<file path="config.mk">
export PLATFORM = sky130hd
export DESIGN_NAME = pedal_slew_limit_watchdog
export DESIGN_NICKNAME = d
export VERILOG_FILES = /design/src/hw/rtl/pslw_pkg.sv /design/src/hw/rtl/pslw_csr.sv /design/src/hw/rtl/pslw_slew.sv /design/src/hw/rtl/pslw_state.sv /design/src/hw/rtl/pedal_slew_limit_watchdog.sv
export SDC_FILE = /design/constraint.sdc
export NUM_CORES = 1
export LEC_CHECK = 0
export BUFFER_PORTS_ARGS = -buffer_cell sky130_fd_sc_hd__buf_2
export CORE_MARGIN = 4
export CORE_UTILIZATION = 58
export DETAILED_ROUTE_END_ITERATION = 12
export PLACE_DENSITY_LB_ADDON = 0.2
export SYNTH_ARGS = -nofsm -noshare
export SYNTH_HDL_FRONTEND = slang
export SYNTH_SLANG_ARGS = --single-unit
export TNS_END_PERCENT = 50
</file>
<file path="constraint.sdc">
create_clock -name clock -period 8 [get_ports clock]
set_input_delay 1.6 -clock clock [delete_from_list [all_inputs] [get_ports clock]]
set_output_delay 1.6 -clock clock [all_outputs]
set_load 0.01 [all_outputs]
</file>
<file path="src/hw/rtl/pslw_pkg.sv">
`timescale 1ns / 1ps
`default_nettype none

package pslw_pkg;

   // number of pedal sources held, source 0 is the throttle
   localparam int NumSources = 3;
   localparam int SrcSelW    = $clog2(NumSources);

   // field widths
   localparam int ValW     = 16;
   localparam int CfgW     = 15;
   localparam int KindW    = 2;
   localparam int SrcW     = 3;
   localparam int StatusW  = 2;
   localparam int CsrIndexW = 2;

   // item kinds
   localparam logic [KindW-1:0] KindUpdate    = 2'd0;
   localparam logic [KindW-1:0] KindWatchdog  = 2'd1;
   localparam logic [KindW-1:0] KindBroadcast = 2'd2;

   // result status codes
   localparam logic [StatusW-1:0] StatusOk    = 2'd0;
   localparam logic [StatusW-1:0] StatusRange = 2'd1;
   localparam logic [StatusW-1:0] StatusFault = 2'd2;

   // register indexes
   localparam logic [CsrIndexW-1:0] CsrJumpThreshold = 2'd0;
   localparam logic [CsrIndexW-1:0] CsrSlewStep      = 2'd1;
   localparam logic [CsrIndexW-1:0] CsrOutputLimit   = 2'd2;

   // register reset values
   localparam logic [CfgW-1:0] JumpThresholdReset = 15'd1000;
   localparam logic [CfgW-1:0] SlewStepReset      = 15'd100;
   localparam logic [CfgW-1:0] OutputLimitReset   = 15'd4096;

   localparam logic [NumSources-1:0] AllFresh = '1;

   typedef struct packed {
      logic [CfgW-1:0] jump_threshold;
      logic [CfgW-1:0] slew_step;
      logic [CfgW-1:0] output_limit;
   } cfg_type;

   typedef struct packed {
      logic [KindW-1:0]       kind;
      logic [SrcW-1:0]        source_index;
      logic signed [ValW-1:0] sample_value;
   } item_type;

   typedef struct packed {
      logic [StatusW-1:0]     status;
      logic                   frame_valid;
      logic                   update_request;
      logic signed [ValW-1:0] throttle_out;
      logic signed [ValW-1:0] throttle_state_out;
      logic signed [ValW-1:0] brake_out;
   } result_type;

endpackage

`default_nettype wire

</file>
<file path="src/hw/rtl/pslw_csr.sv">
`timescale 1ns / 1ps
`default_nettype none

module pslw_csr
   import pslw_pkg::*;
(
   input  wire logic                 clock,
   input  wire logic                 reset,
   input  wire logic                 wr_en,
   input  wire logic [CsrIndexW-1:0] wr_index,
   input  wire logic [CfgW-1:0]      wr_data,
   output cfg_type                   cfg
);

   cfg_type cfg_ff;
   cfg_type cfg_in;

   // register write decode, unknown index ignored
   always_comb begin
      cfg_in = cfg_ff;
      if (wr_en) begin
         case (wr_index)
            CsrJumpThreshold: cfg_in.jump_threshold = wr_data;
            CsrSlewStep:      cfg_in.slew_step      = wr_data;
            CsrOutputLimit:   cfg_in.output_limit   = wr_data;
            default:          cfg_in = cfg_ff;
         endcase
      end
   end

   always_ff @(posedge clock) begin
      if (reset) begin
         cfg_ff.jump_threshold <= JumpThresholdReset;
         cfg_ff.slew_step      <= SlewStepReset;
         cfg_ff.output_limit   <= OutputLimitReset;
      end else begin
         cfg_ff <= cfg_in;
      end
   end

   assign cfg = cfg_ff;

endmodule

`default_nettype wire

</file>
<file path="src/hw/rtl/pslw_slew.sv">
`timescale 1ns / 1ps
`default_nettype none

module pslw_slew
   import pslw_pkg::*;
(
   input  wire logic signed [ValW-1:0] prev,
   input  wire logic signed [ValW-1:0] next,
   input  wire cfg_type                cfg,
   output logic signed [ValW-1:0]      limited
);

   // 18 bits hold every difference, its negation and prev plus or minus a step
   logic signed [ValW+1:0] prev_x;
   logic signed [ValW+1:0] next_x;
   logic signed [ValW+1:0] diff;
   logic signed [ValW+1:0] diff_mag;
   logic signed [ValW+1:0] torque;
   logic signed [ValW+1:0] thresh;
   logic signed [ValW+1:0] step;
   logic signed [ValW+1:0] lim;
   logic signed [ValW+1:0] moved;
   logic signed [ValW+1:0] clamped;
   logic                   next_neg;
   logic                   prev_neg;
   logic                   jump;

   assign prev_x   = {{2{prev[ValW-1]}}, prev};
   assign next_x   = {{2{next[ValW-1]}}, next};
   assign diff     = next_x - prev_x;
   assign diff_mag = diff[ValW+1] ? -diff : diff;
   assign next_neg = next[ValW-1];
   assign prev_neg = prev[ValW-1];
   assign torque   = next_neg ? -diff : diff;
   assign thresh   = {3'b000, cfg.jump_threshold};
   assign step     = {3'b000, cfg.slew_step};
   assign lim      = {3'b000, cfg.output_limit};

   // sign flip compares the magnitude, same sign compares the torque increase
   assign jump = (next_neg != prev_neg) ? (diff_mag > thresh) : (torque > thresh);

   // one step toward the new value's sign, then clamp to the limit
   assign moved = next_neg ? (prev_x - step) : (prev_x + step);

   always_comb begin
      clamped = moved;
      if (moved > lim) begin
         clamped = lim;
      end
      if (moved < -lim) begin
         clamped = -lim;
      end
   end

   // zero always passes unlimited
   assign limited = (next == '0 || !jump) ? next : clamped[ValW-1:0];

endmodule

`default_nettype wire

</file>
<file path="src/hw/rtl/pslw_state.sv">
`timescale 1ns / 1ps
`default_nettype none

module pslw_state
   import pslw_pkg::*;
(
   input  wire logic     clock,
   input  wire logic     reset,
   input  wire logic     fire,
   input  wire item_type item,
   input  wire cfg_type  cfg,
   output result_type    result
);

   logic signed [ValW-1:0] values_ff [NumSources];
   logic signed [ValW-1:0] values_in [NumSources];
   logic [NumSources-1:0]  fresh_ff;
   logic [NumSources-1:0]  fresh_in;
   logic signed [ValW-1:0] throttle_limited;
   logic [SrcSelW-1:0]     sel;
   logic                   in_range;

   pslw_slew u_slew (
      .prev    (values_ff[0]),
      .next    (item.sample_value),
      .cfg     (cfg),
      .limited (throttle_limited)
   );

   assign sel      = item.source_index[SrcSelW-1:0];
   assign in_range = ({1'b0, item.source_index} < (SrcW + 1)'(NumSources));

   // read-modify-write of the source table for the word in the input stage
   always_comb begin
      values_in = values_ff;
      fresh_in  = fresh_ff;
      result    = '0;
      case (item.kind)
         KindUpdate: begin
            if (!in_range) begin
               result.status = StatusRange;
            end else begin
               values_in[sel] = (sel == '0) ? throttle_limited : item.sample_value;
               fresh_in[sel]  = 1'b1;
            end
         end
         KindWatchdog: begin
            if (fresh_ff != AllFresh) begin
               for (int i = 0; i < NumSources; i++) begin
                  values_in[i] = '0;
               end
               result.status = StatusFault;
            end
            fresh_in = '0;
         end
         KindBroadcast: begin
            result.frame_valid        = 1'b1;
            result.update_request     = 1'b1;
            result.throttle_out       = values_ff[0];
            result.throttle_state_out = values_ff[1];
            result.brake_out          = values_ff[2];
         end
         default: result = '0;
      endcase
   end

   always_ff @(posedge clock) begin
      if (reset) begin
         for (int i = 0; i < NumSources; i++) begin
            values_ff[i] <= '0;
         end
         fresh_ff <= '0;
      end else if (fire) begin
         values_ff <= values_in;
         fresh_ff  <= fresh_in;
      end
   end

`ifndef SYNTHESIS
   // watchdog tick always leaves every source stale
   a_watchdog_clears_fresh: assert property (@(posedge clock) disable iff (reset)
      fire && item.kind == KindWatchdog |=> fresh_ff == '0)
      else $error("fresh bits not cleared by watchdog tick");

   // a fault zeroes the throttle value
   a_fault_clears_values: assert property (@(posedge clock) disable iff (reset)
      fire && result.status == StatusFault |=> values_ff[0] == '0)
      else $error("throttle value survived a watchdog fault");

   // an out of range update leaves the fresh bits alone
   a_range_no_change: assert property (@(posedge clock) disable iff (reset)
      fire && result.status == StatusRange |=> $stable(fresh_ff))
      else $error("out of range update changed fresh bits");

   // a valid update marks its source fresh
   a_update_sets_fresh: assert property (@(posedge clock) disable iff (reset)
      fire && item.kind == KindUpdate && in_range |=> fresh_ff[$past(sel)])
      else $error("update did not set its fresh bit");
`endif

endmodule

`default_nettype wire

</file>
<file path="src/hw/rtl/pedal_slew_limit_watchdog.sv">
`timescale 1ns / 1ps
`default_nettype none

// Pedal slew limiter and watchdog. Every accepted word yields exactly one
// result word, and a new word can be taken every cycle while the result
// side is not stalled: the word is registered on entry, a single pass of
// logic reads and updates the source table and the fresh bits, and the
// answer lands in an output register, so one more word can enter while a
// finished result waits. Words are handled strictly in order, each seeing
// the table as left by the one before. Registers are written through the
// csr port, which is always ready, and should only be changed while no
// word is in flight.
module pedal_slew_limit_watchdog
   import pslw_pkg::*;
(
   input  wire logic                   clock,
   input  wire logic                   reset,

   input  wire logic                   req_valid,
   output logic                        req_stall,
   input  wire logic [KindW-1:0]       req_kind,
   input  wire logic [SrcW-1:0]        req_source_index,
   input  wire logic signed [ValW-1:0] req_sample_value,

   output logic                        rsp_valid,
   input  wire logic                   rsp_stall,
   output logic [StatusW-1:0]          rsp_status,
   output logic                        rsp_frame_valid,
   output logic                        rsp_update_request,
   output logic signed [ValW-1:0]      rsp_throttle_out,
   output logic signed [ValW-1:0]      rsp_throttle_state_out,
   output logic signed [ValW-1:0]      rsp_brake_out,

   input  wire logic                   csr_valid,
   output logic                        csr_ready,
   input  wire logic [CsrIndexW-1:0]   csr_index,
   input  wire logic [CfgW-1:0]        csr_data
);

   cfg_type    cfg;
   item_type   item_ff;
   item_type   item_in;
   logic       item_v_ff;
   logic       item_v_in;
   result_type result;
   result_type out_ff;
   result_type out_in;
   logic       out_v_ff;
   logic       out_v_in;
   logic       out_free;
   logic       fire;
   logic       req_take;

   assign csr_ready = 1'b1;

   pslw_csr u_csr (
      .clock    (clock),
      .reset    (reset),
      .wr_en    (csr_valid && csr_ready),
      .wr_index (csr_index),
      .wr_data  (csr_data),
      .cfg      (cfg)
   );

   pslw_state u_state (
      .clock  (clock),
      .reset  (reset),
      .fire   (fire),
      .item   (item_ff),
      .cfg    (cfg),
      .result (result)
   );

   // stage handshake
   assign out_free  = !out_v_ff || !rsp_stall;
   assign fire      = item_v_ff && out_free;
   assign req_stall = item_v_ff && !out_free;
   assign req_take  = req_valid && !req_stall;

   // input stage
   always_comb begin
      item_in = item_ff;
      if (req_take) begin
         item_in.kind         = req_kind;
         item_in.source_index = req_source_index;
         item_in.sample_value = req_sample_value;
      end
   end
   assign item_v_in = req_take || (item_v_ff && !fire);

   // result stage
   assign out_in   = fire ? result : out_ff;
   assign out_v_in = fire || (out_v_ff && rsp_stall);

   always_ff @(posedge clock) begin
      if (reset) begin
         item_v_ff <= 1'b0;
         out_v_ff  <= 1'b0;
      end else begin
         item_v_ff <= item_v_in;
         out_v_ff  <= out_v_in;
      end
   end

   always_ff @(posedge clock) begin
      item_ff <= item_in;
      out_ff  <= out_in;
   end

   assign rsp_valid              = out_v_ff;
   assign rsp_status             = out_ff.status;
   assign rsp_frame_valid        = out_ff.frame_valid;
   assign rsp_update_request     = out_ff.update_request;
   assign rsp_throttle_out       = out_ff.throttle_out;
   assign rsp_throttle_state_out = out_ff.throttle_state_out;
   assign rsp_brake_out          = out_ff.brake_out;

`ifndef SYNTHESIS
   // a full input stage behind a blocked result must push back
   a_backpressure: assert property (@(posedge clock) disable iff (reset)
      item_v_ff && out_v_ff && rsp_stall |-> req_stall)
      else $error("input taken while pipeline blocked");

   // a processed word always reaches the result register
   a_fire_fills_output: assert property (@(posedge clock) disable iff (reset)
      fire |=> out_v_ff)
      else $error("processed word lost");

   // broadcast frames carry no error status
   a_frame_status: assert property (@(posedge clock) disable iff (reset)
      out_v_ff && out_ff.frame_valid |-> out_ff.status == StatusOk && out_ff.update_request)
      else $error("bad broadcast result");
`endif

endmodule

`default_nettype wire
</file>
==> impl_metrics.ini, run 1 <==
[global_route]
grt-ovfl-total = 0
grt_pass1_wl_um = 44900
first_global_vias = 8568
grt_use_total_pct = 26.2
grt_max_degree = 55
grt_antenna_before_repair = 0

[placement]
dp.final_hpwl_um = 21200
postPlaceCellArea_um2 = 11500
port_buffers = 96
place_congestion = 0.994

[final_layout]
fin_util_pct = 66.4
final_layout_size_suffix_gt1_share_pct = 13.2
nets = 1416
num-fill-cells = 1528
stdcell_area_um2 = 12100
diodes = 0
area_delta_synth_final_pct = 11.2

[timing]
fmax_ghz = 0.150
finalMaxSlewViolations = 0
min_period_ns = 6.65
setup_viol = 0
worst_slew_pin_slew_ns = 1.28
finalClockSkew_ns = 0.0153
rsz0062_at_grt = no
layout_worst_path_cycle_share_pct = 83.1
hold_violations = 0
tns_ns = 0
max_slew_margin_pct = 14.4

[logic_synthesis]
synth-seq-cells = 170
yosys_warnings = 0
yosysTopAreaCellShare_pct = 19.9
synth_top_area_cell = edfxtp_1
synthCells = 1202
syn_area_per_cell_um2 = 9.05
synth_edf_count = 72
synth.area.top_cells = edfxtp_1 (20%), dfxtp_1 (18%), ha_1 (11%), nand2_1 (5.1%), xnor2_1 (4.8%)
syn-num-nets = 1345
ys_types = 82
synthFlopType = dfxtp_1
synthesis.area_um2 = 10900
ys_seq_area_share_pct = 37.9
synthArstFlopShare_pct = 0

[critical_path]
crit_chain = ha_1 > nand2_1 > a211oi_1 > o22ai_1 > xor2_1 > or4b_1 > or4_1 > or3b_1 > nand2_1 > xnor2_1 > ha_1 > nand4_1 > a21oi_1 > a2111oi_0 > a221oi_1 > o211ai_1 > a21oi_1 > a211oi_2 > buf_4 > or2_1 > a311o_1
critPathArrivalTime_ns = 6.97
cp_max_fo = 20
critPathRequiredTime_ns = 8.32
crit_buf_inv = 1
crit_family = simple AND/OR/NAND/NOR gates
critical_path_class = flop to flop
worst_setup_path_start_kind = flop
critPathCaptureType = flop
slowest_stage = or4_1
max_stage_delay_ns = 0.55

[cts]
cts_buffer_depth = 2
cts_tree = yes
cts_resized = 0
cts.clk_slew.worst_paths_ns = 0.07
h-tree-depth = 4
hold_buffers = 0
numCtsBuffers = 17
clock_latency_ns = 0.44
postCtsSetupRepairBufs = 0
cts.sinks = 170
cts_root_buf = clkbuf_16

[job]
cap_violations = 0

[die]
coreArea_um2 = 18200
dieArea_um2 = 21000
die_w_um = 145
rows = 49
start_util_pct = 59.8
die_h_um = 145
io_pins = 98

[drt]
vias_per_cell = 6.05
wirelength_um = 27900
drt_iter0_drc = 634
drt_pass1_iterations = 5
antenna_left = 0
num_vias = 9169
wl_per_cell_um = 18.4
drc = 0

[power_and_ir_drop]
power_uw = 2320
peakVddDrop_mv = 0.181
leakagePower_uw = 0.00488
p_per_area_nw_per_um2 = 192

[outcome]
status = complete, no violations

[worst_hold_path]
hold_path_class = flop to flop
## final timing paths
| kind | to | from | slack (ns) | cells after the start |
|---|---|---|---|---|
| min reg2reg | u_csr.cfg[31] | u_csr.cfg[31] | 0.46 | 2 |
| min | u_csr.cfg[31] | u_csr.cfg[31] | 0.46 | 2 |
| max | u_state.values_ff[40] | item_ff[4] | 1.35 | 21 |
| max reg2reg | u_state.values_ff[40] | item_ff[4] | 1.35 | 21 |
## stage by stage
step / setup slack [ns] / cells / hold WS (ns)
after floorplan: 2.39 / 1202 / 0.434
after global placement: 1.71 / 1483 / 0.443
after detailed placement: 1.52 / 1483 / 0.448
after CTS: 1.46 / 1515 / 0.458
after global routing: 0.803 / 1515 / 0.475
final: 1.35 / 1515 / 0.457
## placed cells by master, fill, tap and decap left out, types with 28 or more instances in the layout
cell type	Yosys	layout
a21oi_1	91	90
a22o_1	28	28
and2_1	62	62
buf_2	3	96
dfxtp_1	98	98
edfxtp_1	72	72
ha_1	98	98
inv_1	75	74
nand2_1	147	147
nor2_1	65	65
xnor2_1	60	60
## sequential cells by signal (all words and copies together), names as in the netlist, 2 cells and up
signal,cells
item_ff,21
rsp_brake_out,16
rsp_status,2
rsp_throttle_out,16
rsp_throttle_state_out,16
u_csr.cfg,45
u_state.fresh_ff,3
u_state.values_ff,48
## worst register-to-register path: stages, from the launching register on
cell	delay [ns]
edfxtp_1	0.48
ha_1	0.43
nand2_1	0.08
a211oi_1	0.40
o22ai_1	0.20
xor2_1	0.39
or4b_1	0.53
or4_1	0.55
or3b_1	0.44
nand2_1	0.10
xnor2_1	0.07
ha_1	0.34
nand4_1	0.16
a21oi_1	0.16
a2111oi_0	0.08
a221oi_1	0.41
o211ai_1	0.13
a21oi_1	0.31
a211oi_2	0.11
buf_4	0.22
or2_1	0.50
a311o_1	0.45
## final cells by class
class | instances | area, um2 | share of cell area [%]
timing repair buffer | 107 | 563 | 4.65
multi-input combinational | 902 | 6240 | 51.6
clock buffer | 17 | 425 | 3.52
clock inverter | 15 | 173 | 1.43
sequential | 170 | 4120 | 34.1
tap | 229 | 287 | 2.37
inverter | 75 | 282 | 2.33
## report_power, final
part	leakage [uW]	switching [uW]	internal, uW
Combinational	0.00310	333	222
Clock	0.000286	394	420
Sequential	0.00150	26.7	929
## kinds of logic (layout without fill, tap and decap cells)
| kind of cell | after synthesis | after routing | synth area share, % |
|---|---|---|---|
| flops | 170 | 170 | 37.9 |
| buf+inv | 130 | 214 | 4.94 |
| compound gates | 286 | 286 | 18.5 |
| fa+ha+maj | 100 | 100 | 11.6 |
| other cells | 1 | 1 | 0.0345 |
| mux | 13 | 13 | 1.31 |
| xor+xnor | 73 | 73 | 5.87 |
| simple gates | 429 | 429 | 19.8 |
## per-layer routing
metal  global-route usage, %  vias up  part of all wire, %
li1                        -     4503                    -
met5                       0        -                    0
met2                    41.2      355                   45
met4                    8.08        0                  2.5
met1                    37.1     4265                   45
met3                    4.71       46                  7.4
## Yosys cell counts (5+ instances only)
library cell	number
a211o_1	10
a211oi_1	9
a21o_1	23
a21oi_1	91
a221oi_1	8
a22o_1	28
a311o_1	11
a31oi_1	5
a32o_1	6
and2_1	62
and3_1	6
clkbuf_1	41
dfxtp_1	98
edfxtp_1	72
ha_1	98
inv_1	75
mux2_2	10
nand2_1	147
nand2b_1	13
nand3_1	25
nand3b_1	6
nand4_1	14
nor2_1	65
nor2b_1	10
nor3_1	27
nor4_1	21
o211ai_1	8
o21a_1	11
o21ai_0	27
o31ai_1	6
or3_1	6
or4_1	5
xnor2_1	60
xor2_1	13
(Power assumes the default switching activity.)
==> run 2: changes to the inputs <==
CORE_UTILIZATION = 55   (was 58)
clock period = 5.4 ns   (was 8 ns; I/O delays follow)
==> run 2 against run 1 <==
Compared with the run above:
- the flow now finishes with violations (setup timing)
- clock-buffer cell count stayed put
- maximum frequency is 19% higher
- worst setup slack worse by 1.6 ns
- largest cell class unchanged
- highest routed layer unchanged
==> impl_metrics.ini, run 2 (synthesis gave the netlist of run 1 again) <==
[outcome]
status = finished, violations left
violations = setup timing

[drt]
antenna_left = 0
vias_per_cell = 5.90
drt_pass1_iterations = 6
drt_iter0_drc = 860
drc = 0
wirelength_um = 31100
wl_per_cell_um = 18.4
num_vias = 9981

[timing]
hold_violations = 0
fmax_ghz = 0.179
finalClockSkew_ns = 0.0115
tns_ns = -3.01
worst_slew_pin_slew_ns = 1.20
max_slew_margin_pct = 19.7
finalMaxSlewViolations = 0
hold_slack_ns = 0.459
rsz0062_at_grt = yes
setup_viol = 20
worst_slack_ns = -0.201
layout_worst_path_cycle_share_pct = 104
min_period_ns = 5.60

[job]
cap_violations = 0

[die]
coreArea_um2 = 19500
die_h_um = 149
die_w_um = 149
io_pins = 98
rows = 51
start_util_pct = 55.9
dieArea_um2 = 22100

[placement]
port_buffers = 96
dp.final_hpwl_um = 23000
place_congestion = 0.996
dp_cells = 1646

[critical_path]
crit_buf_inv = 2
critPathRequiredTime_ns = 5.73
crit_family = simple AND/OR/NAND/NOR gates
critPathArrivalTime_ns = 5.93
worst_setup_path_start_kind = flop
max_stage_delay_ns = 0.50
slowest_stage = or4b_4
crit_chain = ha_4 > nand2_2 > a211oi_4 > o22ai_2 > xor2_1 > or4b_4 > or4_4 > or3b_4 > or2_4 > buf_6 > nand2_4 > xnor2_2 > ha_1 > nor2b_4 > nor3_2 > a21oi_1 > a21o_1 > nand2b_4 > a211oi_4 > buf_6 > nor4_2 > a311o_1
critical_path_class = flop to flop
cp_max_fo = 5
critPathCaptureType = flop

[final_layout]
final_layout_size_suffix_gt1_share_pct = 25.7
fin_util_pct = 70.3
fin_cells = 1691
nets = 1555
area_delta_synth_final_pct = 25.8
regMostFlops = u_state.values_ff
largest_reg_flops = 48
final_cell_mix = nand2_1 (141), buf_4 (141), dfxtp_1 (98), buf_2 (96), ha_1 (91)

[global_route]
grt_max_degree = 55
grt_use_total_pct = 27.4
grt_antenna_before_repair = 0
first_global_vias = 9289
grt-ovfl-total = 0
grt_pass1_wl_um = 48200

[cts]
h-tree-depth = 4
hold_buffers = 0
numCtsBuffers = 17
cts_root_buf = clkbuf_16
cts.sinks = 170
cts.clk_slew.worst_paths_ns = 0.07
cts_buffer_depth = 2
cts_tree = yes
clock_latency_ns = 0.44

[worst_hold_path]
hold_path_class = flop to flop

[power_and_ir_drop]
leakagePower_uw = 0.00568
p_per_area_nw_per_um2 = 273
power_uw = 3730
peakVddDrop_mv = 0.241
## run 2: worst paths after layout
kind	startpoint	end	slack, ns	cells past startpoint
setup / recovery	item_ff[4]	u_state.values_ff[36]	-0.20	22
hold / removal	u_csr.cfg[41]	u_csr.cfg[41]	0.46	2
setup reg to reg	item_ff[4]	u_state.values_ff[36]	-0.20	22
hold reg to reg	u_csr.cfg[41]	u_csr.cfg[41]	0.46	2
## run 2: what timing repair did
action	in CTS	in global routing
buffers inserted	6	5
pin swaps	25	47
setup endpoints to repair	20	20
resized for setup	33	48
cloned	2	2
## run 2: routing by layer
metal  wire, um  vias to the layer above  track usage, %
li1           -                     4769               -
met1      13600                     4685            38.6
met2      14000                      453            43.1
met3       2430                       74            4.14
met4       1030                        0            9.93
met5          0                        -               0
## run 2: cell type report
class                           count  area (um2)
Antenna cell                        1        2.50
Clock buffer                       17         425
Clock inverter                     15         175
Fill cell                        1455        5770
Inverter                           75         282
Multi-Input combinational cell    905        6740
Sequential cell                   170        4120
Tap cell                          265         332
Timing Repair Buffer              243        1620
## run 2: worst min-delay path, delay by kind of cell, from the launching register on
kind	cells	cell delay [ns]
AO/OA/AOI/OAI	1	0.05
flip-flops	1	0.31
AND/OR/NAND/NOR	1	0.05
## run 2: report_power, final
group	internal (uW)	switching [uW]	total [uW]
Sequential	1380	30.9	1410
Clock	624	597	1220
Combinational	505	598	1100
Total	2510	1230	3730
## run 2: metrics by stage
step	setup WS, ns	area, um2
after floorplan	-0.0196	11000
after global placement	-0.231	12600
after detailed placement	-0.339	12600
after CTS	-0.236	13400
after global routing	-0.389	13700
final	-0.201	13700
